## config.mk

```make
export PLATFORM = sky130hd
export DESIGN_NAME = fixed_length_frame_deframer_flat
export DESIGN_NICKNAME = d
export VERILOG_FILES = /design/src/hdl/ffd_pkg.sv /design/src/hdl/ffd_in_if.sv /design/src/hdl/ffd_out_if.sv /design/src/hdl/fixed_length_frame_deframer.sv /design/src/hdl/ffd_ram.sv /design/src/hdl/ffd_ctrl.sv /design/src/flat_wrapper.sv
export SDC_FILE = /design/constraint.sdc
export NUM_CORES = 1
export LEC_CHECK = 0
export ABC_AREA = 0
export BUFFER_PORTS_ARGS = -buffer_cell sky130_fd_sc_hd__buf_2
export CORE_MARGIN = 2
export CORE_UTILIZATION = 44
export DETAILED_ROUTE_END_ITERATION = 10
export SYNTH_ARGS = -nofsm -noshare
export SYNTH_HDL_FRONTEND = slang
export SYNTH_SLANG_ARGS = --single-unit
```

## constraint.sdc

```tcl
create_clock -name clk -period 4.49 [get_ports clk]
set_input_delay 0.2245 -clock clk [delete_from_list [all_inputs] [get_ports clk]]
set_output_delay 0.2245 -clock clk [all_outputs]
set_load 0.01 [all_outputs]
```

## src/hdl/ffd_pkg.sv

```systemverilog
// shared constants, types and codes of the fixed-length frame deframer
// no dependencies
package ffd_pkg;

	localparam int PAYLOAD_BYTES = 32;
	localparam int FRAME_BYTES   = PAYLOAD_BYTES + 4;
	localparam int ADDR_W        = $clog2(FRAME_BYTES);
	localparam int MEM_DEPTH     = 1 << ADDR_W;
	localparam int FILL_W        = $clog2(FRAME_BYTES + 1);

	localparam logic [7:0] HDR0  = 8'hFF;
	localparam logic [7:0] HDR1  = 8'hFE;
	localparam logic [7:0] TAIL0 = 8'h00;
	localparam logic [7:0] TAIL1 = 8'h01;

	// positions inside a full frame, relative to its first header byte
	localparam logic [FILL_W-1:0] IDX_PAY_FIRST = FILL_W'(2);
	localparam logic [FILL_W-1:0] IDX_PAY_LAST  = FILL_W'(FRAME_BYTES - 3);
	localparam logic [FILL_W-1:0] IDX_TAIL1     = FILL_W'(FRAME_BYTES - 1);
	localparam logic [FILL_W-1:0] FILL_FRAME    = FILL_W'(FRAME_BYTES);
	localparam logic [FILL_W-1:0] FILL_LAST     = FILL_W'(FRAME_BYTES - 1);

	typedef enum logic [2:0] {
		ST_IDLE = 3'b001,
		ST_EMIT = 3'b010,
		ST_SCAN = 3'b100
	} state_t;

	typedef struct packed {
		logic              we;
		logic [ADDR_W-1:0] waddr;
		logic [7:0]        wdata;
		logic              re;
		logic [ADDR_W-1:0] raddr;
	} ram_req_t;

	typedef struct packed {
		logic       load;
		logic [7:0] data;
		logic       last;
	} emit_t;

endpackage

```

## src/hdl/ffd_in_if.sv

```systemverilog
// input byte channel: valid, ready and one received byte
// no dependencies
interface ffd_in_if;
	logic       valid;
	logic       ready;
	logic [7:0] data_byte;

	modport source (output valid, output data_byte, input ready);
	modport sink   (input valid, input data_byte, output ready);
endinterface

```

## src/hdl/ffd_out_if.sv

```systemverilog
// output payload channel: valid, ready, payload byte and end-of-frame mark
// no dependencies
interface ffd_out_if;
	logic       valid;
	logic       ready;
	logic [7:0] payload_byte;
	logic       last_byte;

	modport source (output valid, output payload_byte, output last_byte, input ready);
	modport sink   (input valid, input payload_byte, input last_byte, output ready);
endinterface

```

## src/hdl/fixed_length_frame_deframer.sv

```systemverilog
// top level of the fixed-length frame deframer: byte channels and output register
// depends on ffd_pkg, ffd_in_if, ffd_out_if, ffd_ctrl
//
// Takes a byte stream on rx and hunts for the header 0xff 0xfe. Once locked it
// gathers a frame of PAYLOAD_BYTES + 4 bytes (header, payload, tail 0x00 0x01).
// On a good tail the payload goes out on tx one item per byte, with last_byte
// set on the final one. On a bad tail only the two header bytes are dropped and
// the rest of the frame is rescanned for a new header, keeping what follows it.
// A trailing 0xff is always kept as a possible header start, so the output does
// not depend on how the stream is split up. Rate: every byte that does not end a
// frame is taken in one cycle. A byte that completes a frame makes the block busy,
// and rx takes no byte until it is done: with a good tail while the payload is
// read out, and longer while tx holds ready low; with a bad tail while the sequencer
// reads the stored frame back through the single read port of the frame store
// and checks byte pairs in one shared compare unit. The store needs no clearing
// after reset.
module fixed_length_frame_deframer
	import ffd_pkg::*;
(
	input  logic clk,
	input  logic arst_n,
	ffd_in_if.sink    rx,
	ffd_out_if.source tx
);

	emit_t      emit;
	logic       slot_free;

	// output register parts the sequencer from tx backpressure
	logic       out_valid_q;
	logic [7:0] out_data_q;
	logic       out_last_q;

	assign slot_free = !out_valid_q || tx.ready;

	ffd_ctrl u_ctrl (
		.clk       (clk),
		.arst_n    (arst_n),
		.rx_valid  (rx.valid),
		.rx_data   (rx.data_byte),
		.rx_ready  (rx.ready),
		.slot_free (slot_free),
		.emit      (emit)
	);

	always_ff @(posedge clk or negedge arst_n) begin
		if (!arst_n) begin
			out_valid_q <= 1'b0;
		end else if (emit.load) begin
			out_valid_q <= 1'b1;
		end else if (tx.ready) begin
			out_valid_q <= 1'b0;
		end
	end

	// payload holds no reset
	always_ff @(posedge clk) begin
		if (emit.load) begin
			out_data_q <= emit.data;
			out_last_q <= emit.last;
		end
	end

	assign tx.valid        = out_valid_q;
	assign tx.payload_byte = out_data_q;
	assign tx.last_byte    = out_last_q;

endmodule

```

## src/hdl/ffd_ram.sv

```systemverilog
// frame store: circular byte buffer, one write and one registered read port
// depends on ffd_pkg
module ffd_ram
	import ffd_pkg::*;
(
	input  logic       clk,
	input  ram_req_t   req,
	output logic [7:0] rdata
);

	logic [7:0] mem [MEM_DEPTH];

	always_ff @(posedge clk) begin
		if (req.we) begin
			mem[req.waddr] <= req.wdata;
		end
	end

	// read data holds while no read is issued
	always_ff @(posedge clk) begin
		if (req.re) begin
			rdata <= mem[req.raddr];
		end
	end

endmodule

```

## src/hdl/ffd_ctrl.sv

```systemverilog
// sequencer of the deframer: header hunt, frame fill, payload readout and rescan
// depends on ffd_pkg and ffd_ram
module ffd_ctrl
	import ffd_pkg::*;
(
	input  logic       clk,
	input  logic       arst_n,
	input  logic       rx_valid,
	input  logic [7:0] rx_data,
	output logic       rx_ready,
	input  logic       slot_free,
	output emit_t      emit
);

	state_t            st_q;
	logic [ADDR_W-1:0] head_q;
	logic [FILL_W-1:0] fill_q;
	logic              locked_q;
	logic [FILL_W-1:0] issue_q;
	logic [FILL_W-1:0] data_idx_q;
	logic              pend_q;
	logic              vld_q;
	logic              prev_ok_q;
	logic [7:0]        prev_q;
	logic [7:0]        last_q;

	ram_req_t          req;
	logic [7:0]        rdata;
	logic              acc;

	// shared pair compare unit
	logic [7:0]        op_a;
	logic [7:0]        op_b;
	logic [7:0]        pat_a;
	logic [7:0]        pat_b;
	logic              pair_hit;
	logic              scan_hit;
	logic              emit_last;
	logic [FILL_W-1:0] hit_pos;

	ffd_ram u_ram (
		.clk   (clk),
		.req   (req),
		.rdata (rdata)
	);

	assign rx_ready = (st_q == ST_IDLE);
	assign acc      = rx_valid && rx_ready;

	always_comb begin
		if (st_q == ST_SCAN) begin
			op_a  = prev_q;
			op_b  = rdata;
			pat_a = HDR0;
			pat_b = HDR1;
		end else begin
			op_a  = last_q;
			op_b  = rx_data;
			pat_a = locked_q ? TAIL0 : HDR0;
			pat_b = locked_q ? TAIL1 : HDR1;
		end
		pair_hit = (op_a == pat_a) && (op_b == pat_b);
	end

	assign scan_hit  = prev_ok_q && pair_hit;
	assign emit_last = (data_idx_q == IDX_PAY_LAST);
	assign hit_pos   = data_idx_q - FILL_W'(1);

	always_comb begin
		req.we    = acc;
		req.waddr = head_q + fill_q[ADDR_W-1:0];
		req.wdata = rx_data;
		req.raddr = head_q + issue_q[ADDR_W-1:0];
		unique case (st_q)
			ST_EMIT: req.re = !pend_q || (slot_free && !emit_last);
			ST_SCAN: req.re = (issue_q <= IDX_TAIL1) && !(vld_q && scan_hit);
			default: req.re = 1'b0;
		endcase
	end

	assign emit.load = (st_q == ST_EMIT) && pend_q && slot_free;
	assign emit.data = rdata;
	assign emit.last = emit_last;

	always_ff @(posedge clk or negedge arst_n) begin
		if (!arst_n) begin
			st_q       <= ST_IDLE;
			head_q     <= '0;
			fill_q     <= '0;
			locked_q   <= 1'b0;
			issue_q    <= '0;
			data_idx_q <= '0;
			pend_q     <= 1'b0;
			vld_q      <= 1'b0;
			prev_ok_q  <= 1'b0;
			prev_q     <= '0;
			last_q     <= '0;
		end else begin
			unique case (st_q)
				ST_IDLE: begin
					if (acc) begin
						last_q <= rx_data;
						if (locked_q) begin
							if (fill_q == FILL_LAST) begin
								issue_q <= IDX_PAY_FIRST;
								if (pair_hit) begin
									st_q   <= ST_EMIT;
									pend_q <= 1'b0;
								end else begin
									st_q      <= ST_SCAN;
									vld_q     <= 1'b0;
									prev_ok_q <= 1'b0;
								end
							end else begin
								fill_q <= fill_q + FILL_W'(1);
							end
						end else if (fill_q == '0) begin
							fill_q <= (rx_data == HDR0) ? FILL_W'(1) : '0;
						end else begin
							// one stored 0xff waits for its second header byte
							if (pair_hit) begin
								locked_q <= 1'b1;
								fill_q   <= FILL_W'(2);
							end else if (rx_data == HDR0) begin
								head_q <= head_q + ADDR_W'(1);
								fill_q <= FILL_W'(1);
							end else begin
								fill_q <= '0;
							end
						end
					end
				end
				ST_EMIT: begin
					if (!pend_q) begin
						pend_q     <= 1'b1;
						data_idx_q <= issue_q;
						issue_q    <= issue_q + FILL_W'(1);
					end else if (slot_free) begin
						if (emit_last) begin
							st_q     <= ST_IDLE;
							pend_q   <= 1'b0;
							fill_q   <= '0;
							locked_q <= 1'b0;
						end else begin
							data_idx_q <= issue_q;
							issue_q    <= issue_q + FILL_W'(1);
						end
					end
				end
				ST_SCAN: begin
					// no read is issued on a hit or after the last byte, so vld_q drops here
					if (req.re) begin
						issue_q    <= issue_q + FILL_W'(1);
						data_idx_q <= issue_q;
						vld_q      <= 1'b1;
					end else begin
						vld_q <= 1'b0;
					end
					if (vld_q) begin
						if (scan_hit) begin
							// new header starts one byte before this one
							head_q   <= head_q + hit_pos[ADDR_W-1:0];
							fill_q   <= FILL_FRAME - hit_pos;
							locked_q <= 1'b1;
							st_q     <= ST_IDLE;
						end else begin
							prev_q    <= rdata;
							prev_ok_q <= 1'b1;
							if (data_idx_q == IDX_TAIL1) begin
								locked_q <= 1'b0;
								st_q     <= ST_IDLE;
								if (rdata == HDR0) begin
									head_q <= head_q + IDX_TAIL1[ADDR_W-1:0];
									fill_q <= FILL_W'(1);
								end else begin
									fill_q <= '0;
								end
							end
						end
					end
				end
				default: begin
					st_q <= ST_IDLE;
				end
			endcase
		end
	end

	a_fill_bound: assert property (@(posedge clk) disable iff (!arst_n)
		(st_q == ST_IDLE) |-> (fill_q < FILL_FRAME))
		else $error("frame store overfilled while idle");

	a_hunt_fill: assert property (@(posedge clk) disable iff (!arst_n)
		((st_q == ST_IDLE) && !locked_q) |-> (fill_q <= FILL_W'(1)))
		else $error("more than one byte kept while hunting");

	a_frame_end: assert property (@(posedge clk) disable iff (!arst_n)
		(acc && locked_q && (fill_q == FILL_LAST)) |=> (st_q != ST_IDLE))
		else $error("full frame not checked");

	a_emit_done: assert property (@(posedge clk) disable iff (!arst_n)
		(emit.load && emit.last) |=> ((st_q == ST_IDLE) && (fill_q == '0) && !locked_q))
		else $error("store not emptied after frame");

endmodule

```

## src/flat_wrapper.sv

```systemverilog
// flat-port wrapper written by rule: the top's interface ports become plain ports
module fixed_length_frame_deframer_flat import ffd_pkg::*;
  (clk, arst_n, rx_valid, rx_data_byte, rx_ready, tx_valid, tx_payload_byte, tx_last_byte, tx_ready);
  ffd_in_if rx_i ();
  ffd_out_if tx_i ();
  input  logic clk;
  input  logic arst_n;
  input wire logic [$bits(rx_i.valid)-1:0] rx_valid;
  input wire logic [$bits(rx_i.data_byte)-1:0] rx_data_byte;
  output wire logic [$bits(rx_i.ready)-1:0] rx_ready;
  output wire logic [$bits(tx_i.valid)-1:0] tx_valid;
  output wire logic [$bits(tx_i.payload_byte)-1:0] tx_payload_byte;
  output wire logic [$bits(tx_i.last_byte)-1:0] tx_last_byte;
  input wire logic [$bits(tx_i.ready)-1:0] tx_ready;
  assign rx_i.valid = rx_valid;
  assign rx_i.data_byte = rx_data_byte;
  assign rx_ready = rx_i.ready;
  assign tx_valid = tx_i.valid;
  assign tx_payload_byte = tx_i.payload_byte;
  assign tx_last_byte = tx_i.last_byte;
  assign tx_i.ready = tx_ready;
  fixed_length_frame_deframer u_core (.clk(clk), .arst_n(arst_n), .rx(rx_i), .tx(tx_i));
endmodule
```

==> results.yml <==
logic_synthesis:
  synth_cell_types: 61
  syn_avg_cell_area_um2: 17.9
  async_flop_share: 0.0832
  ys.flop_type: "edfxtp_1"
  synth_cells: 1327
  ys_seq_area_frac: 0.719
  yosys_register_bits: 577
  ys_warn_count: 0
  synth_area_um2: 23800
  syn-num-nets: 1364
  synth-edff-count: 529
worst_setup_path:
  max_stage_delay_ns: 0.58
  critPathKind: "reg -> reg"
  crit_family: "compound AO/OA/AOI/OAI gates"
  start_kind: "register"
  path_common_cell: "mux2i_1"
  arrival_ns: 4.08
  cpMaxStageDelayCell: "o211ai_1"
  crit_chain: "ha_4, fa_4, a21o_1, a21oi_1, xnor2_2, buf_12, mux2i_1, mux2i_1, o211ai_1, nor4_1"
  worst_setup_path_end_kind: "register"
  cp_num_buf_inv: 1
  crit_fanout: 34
  required_ns: 4.82
timing:
  rsz0062_at_grt: "false"
  fin_crit_ns: 3.75
  tightest_slew_ns: 1.01
  whs_ns: 0.0339
  slew_headroom: 0.320
  min_period_over_period: 0.835
  max_freq_mhz: 267
  hold_viol_final: 0
  setup_tns_ns: 0
  maxSlewViolCount: 0
  skew_ns: 0.0313
  setup_viol: 0
power:
  p_leak_nw: 8.92
  p_int_mw: 8.51
  p_clk_frac: 0.437
  p_total_mw: 10.6
  p_sw_mw: 2.09
  p_comb_frac: 0.010
  cellPowerDensity_nw_per_um2: 392
  ir_drop_mv: 0.329
  seqPwrFrac: 0.553
  p_sw_frac: 0.197
layout:
  layout-drive-gt1-share: 0.223
  nNetsFinal: 1465
  final_cell_mix: "edfxtp_1 (529), nor2_1 (133), mux4_2 (128)"
  fin_util: 0.504
  final_common_cell: "edfxtp_1"
  nFillCells: 4418
  antennaDiodeCount: 0
  areaGrowthSynthToFinish_pct: 13.7
detailed_routing:
  via_count: 12467
  drcViolationCount: 0
  wl_per_cell_um: 25.5
  ant_nets: 0
  firstDrtPassIters: 5
  drt-total-wl_um: 55300
  first_iter_violations: 1071
  viasPerCell: 5.75
clock_tree:
  cts_root_buffer: "clkbuf_16"
  ctsHoldBuffers: 8
  numCtsBuffers: 58
  cts_resized: 0
  cts_tree: "built"
  clk_pin_slew_ns: 0.06
  cts.path.max_buffers: 3
  clock_sinks: 577
  insertion_delay_ns: 0.62
  postCtsSetupBuffers: 0
  cts-htree-levels: 2
global_routing:
  gr-usage-all-layers: 0.201
  grt_first_pass_wirelength_um: 82400
  grt_overflow: 0
  grt_max_degree: 66
  grt_pass1_vias: 12769
  antenna_found_initial: 1
die:
  io_pins: 23
  die_h_um: 236
  row_count: 85
  core_um2: 53600
  die_area_um2: 55900
  die_w_um: 236
  initial_utilization: 0.443
run_status:
  status: "finished, final reports clean"
hold_path:
  hp-class: "in -> reg"
placement:
  dp.final_hpwl_um: 34300
  place.gp.congestion: 0.827
  portBuffers: 22
job:
  drv_cap: 0
==> worst paths after layout <==
kind	startpoint	to	slack (ns)	cells past startpoint
worst min register to register	u_core.u_ctrl.last_q[5]$_DFFE_PN0P_	u_core.u_ctrl.last_q[5]$_DFFE_PN0P_	0.50	2
worst max register to register	u_core.u_ctrl.issue_q[0]$_DFFE_PN0P_	u_core.u_ctrl.u_ram.rdata[1]$_DFFE_PP_	0.74	10
worst max-delay path	u_core.u_ctrl.issue_q[0]$_DFFE_PN0P_	u_core.u_ctrl.u_ram.rdata[1]$_DFFE_PP_	0.74	10
max in group asynchronous	arst_n	u_core.u_ctrl.locked_q$_DFFE_PN0P_	3.79	3
worst min-delay path	rx_valid	u_core.u_ctrl.vld_q$_DFFE_PN0P_	0.03	5
min in group asynchronous	arst_n	u_core.u_ctrl.prev_q[4]$_DFFE_PN0P_	0.26	3
==> per-stage QoR <==
stage               area [µm²]  setup WS (ns)  instances
floorplan                23800           1.66       1327
global placement         25200          0.779       2056
detailed placement       25200          0.764       2056
CTS                      27000          0.733       2168
global route             27000          0.532       2168
finish                   27000          0.743       2168
==> cell usage after synthesis (all sizes together) (3+ instances only) <==
cell type / n / area share
edfxtp: 529 / 0.67
nor2: 134 / 0.021
mux4: 128 / 0.12
nand2: 85 / 0.013
mux2i: 56 / 0.024
dfrtp: 47 / 0.049
clkbuf: 34 / 0.0054
nand3: 27 / 0.0057
o21ai: 27 / 0.0057
a21oi: 24 / 0.0051
buf: 22 / 0.0047
ha: 22 / 0.012
xnor2: 21 / 0.0077
mux2: 20 / 0.0095
nor4: 18 / 0.0054
nand4: 14 / 0.0037
and3: 11 / 0.0029
inv: 11 / 0.0017
nor3: 9 / 0.0019
xor2: 9 / 0.0033
a22oi: 7 / 0.0022
o211ai: 7 / 0.0022
a21o: 5 / 0.0016
a31oi: 5 / 0.0013
nand2b: 5 / 0.0013
a211oi: 4 / 0.0013
nor2b: 4 / 0.0011
and2: 3 / 0.00079
fa: 3 / 0.0025
o21bai: 3 / 0.00095
o31ai: 3 / 0.00095
==> worst min-delay path, stage by stage <==
cell and delay [ns]:
buf_2 0.11, inv_1 0.05, o21a_1 0.11, o21ai_0 0.07, nand2_1 0.06
==> metal layers <==
| layer | up-vias | GRT usage | share of wire |
|---|---|---|---|
| met5 | - | 0 | 0.00016 |
| met4 | 2 | 0.0771 | 0.033 |
| met3 | 109 | 0.0426 | 0.068 |
| met2 | 409 | 0.317 | 0.47 |
| met1 | 6463 | 0.277 | 0.43 |
| li1 | 5484 | - | - |
==> flip-flops by register name, indices dropped and copies added (netlist names), 3 cells and up <==
signal                     cells
u_core.u_ctrl.last_q           8
u_core.u_ctrl.issue_q          6
u_core.tx.payload_byte         8
u_core.u_ctrl.u_ram.rdata      8
u_core.u_ctrl.st_q             3
u_core.u_ctrl.prev_q           8
u_core.u_ctrl.data_idx_q       6
u_core.u_ctrl.u_ram.mem      512
u_core.u_ctrl.head_q           6
u_core.u_ctrl.fill_q           6
==> cell type report <==
type                       instances  area, µm²  area share
clock inverter                    29        239     0.00884
inverter                          11       41.3     0.00153
tap                              696        871      0.0322
multi-input combinational        683       6450       0.239
sequential                       577      17100       0.632
timing repair buffer              97        793      0.0293
clock buffer                      75       1550      0.0572
==> cells by family (layout without fill, tap and decap cells) <==
logic type                 count (synthesis)  in the layout  synth area share
adders and majority gates                 25             25            0.0141
muxes                                    204            204             0.154
and+or+nand+nor                          321            321            0.0611
xor gates and xnor gates                  30             30            0.0111
AOI/OAI and AO/OA                        103            103            0.0285
buffers and inverters                     67            212            0.0118
DFF                                      577            577             0.719
==> power groups by stage <==
stage	sequential, mW	combinational [mW]	clock (mW)
after detailed placement	5.97	0.110	0
after floorplan	5.98	0.00163	0
after global routing	5.86	0.124	4.94
after global placement	5.97	0.104	0
after CTS	5.86	0.115	4.73
final	5.86	0.111	4.63
Power figures use the tool's default switching activity.
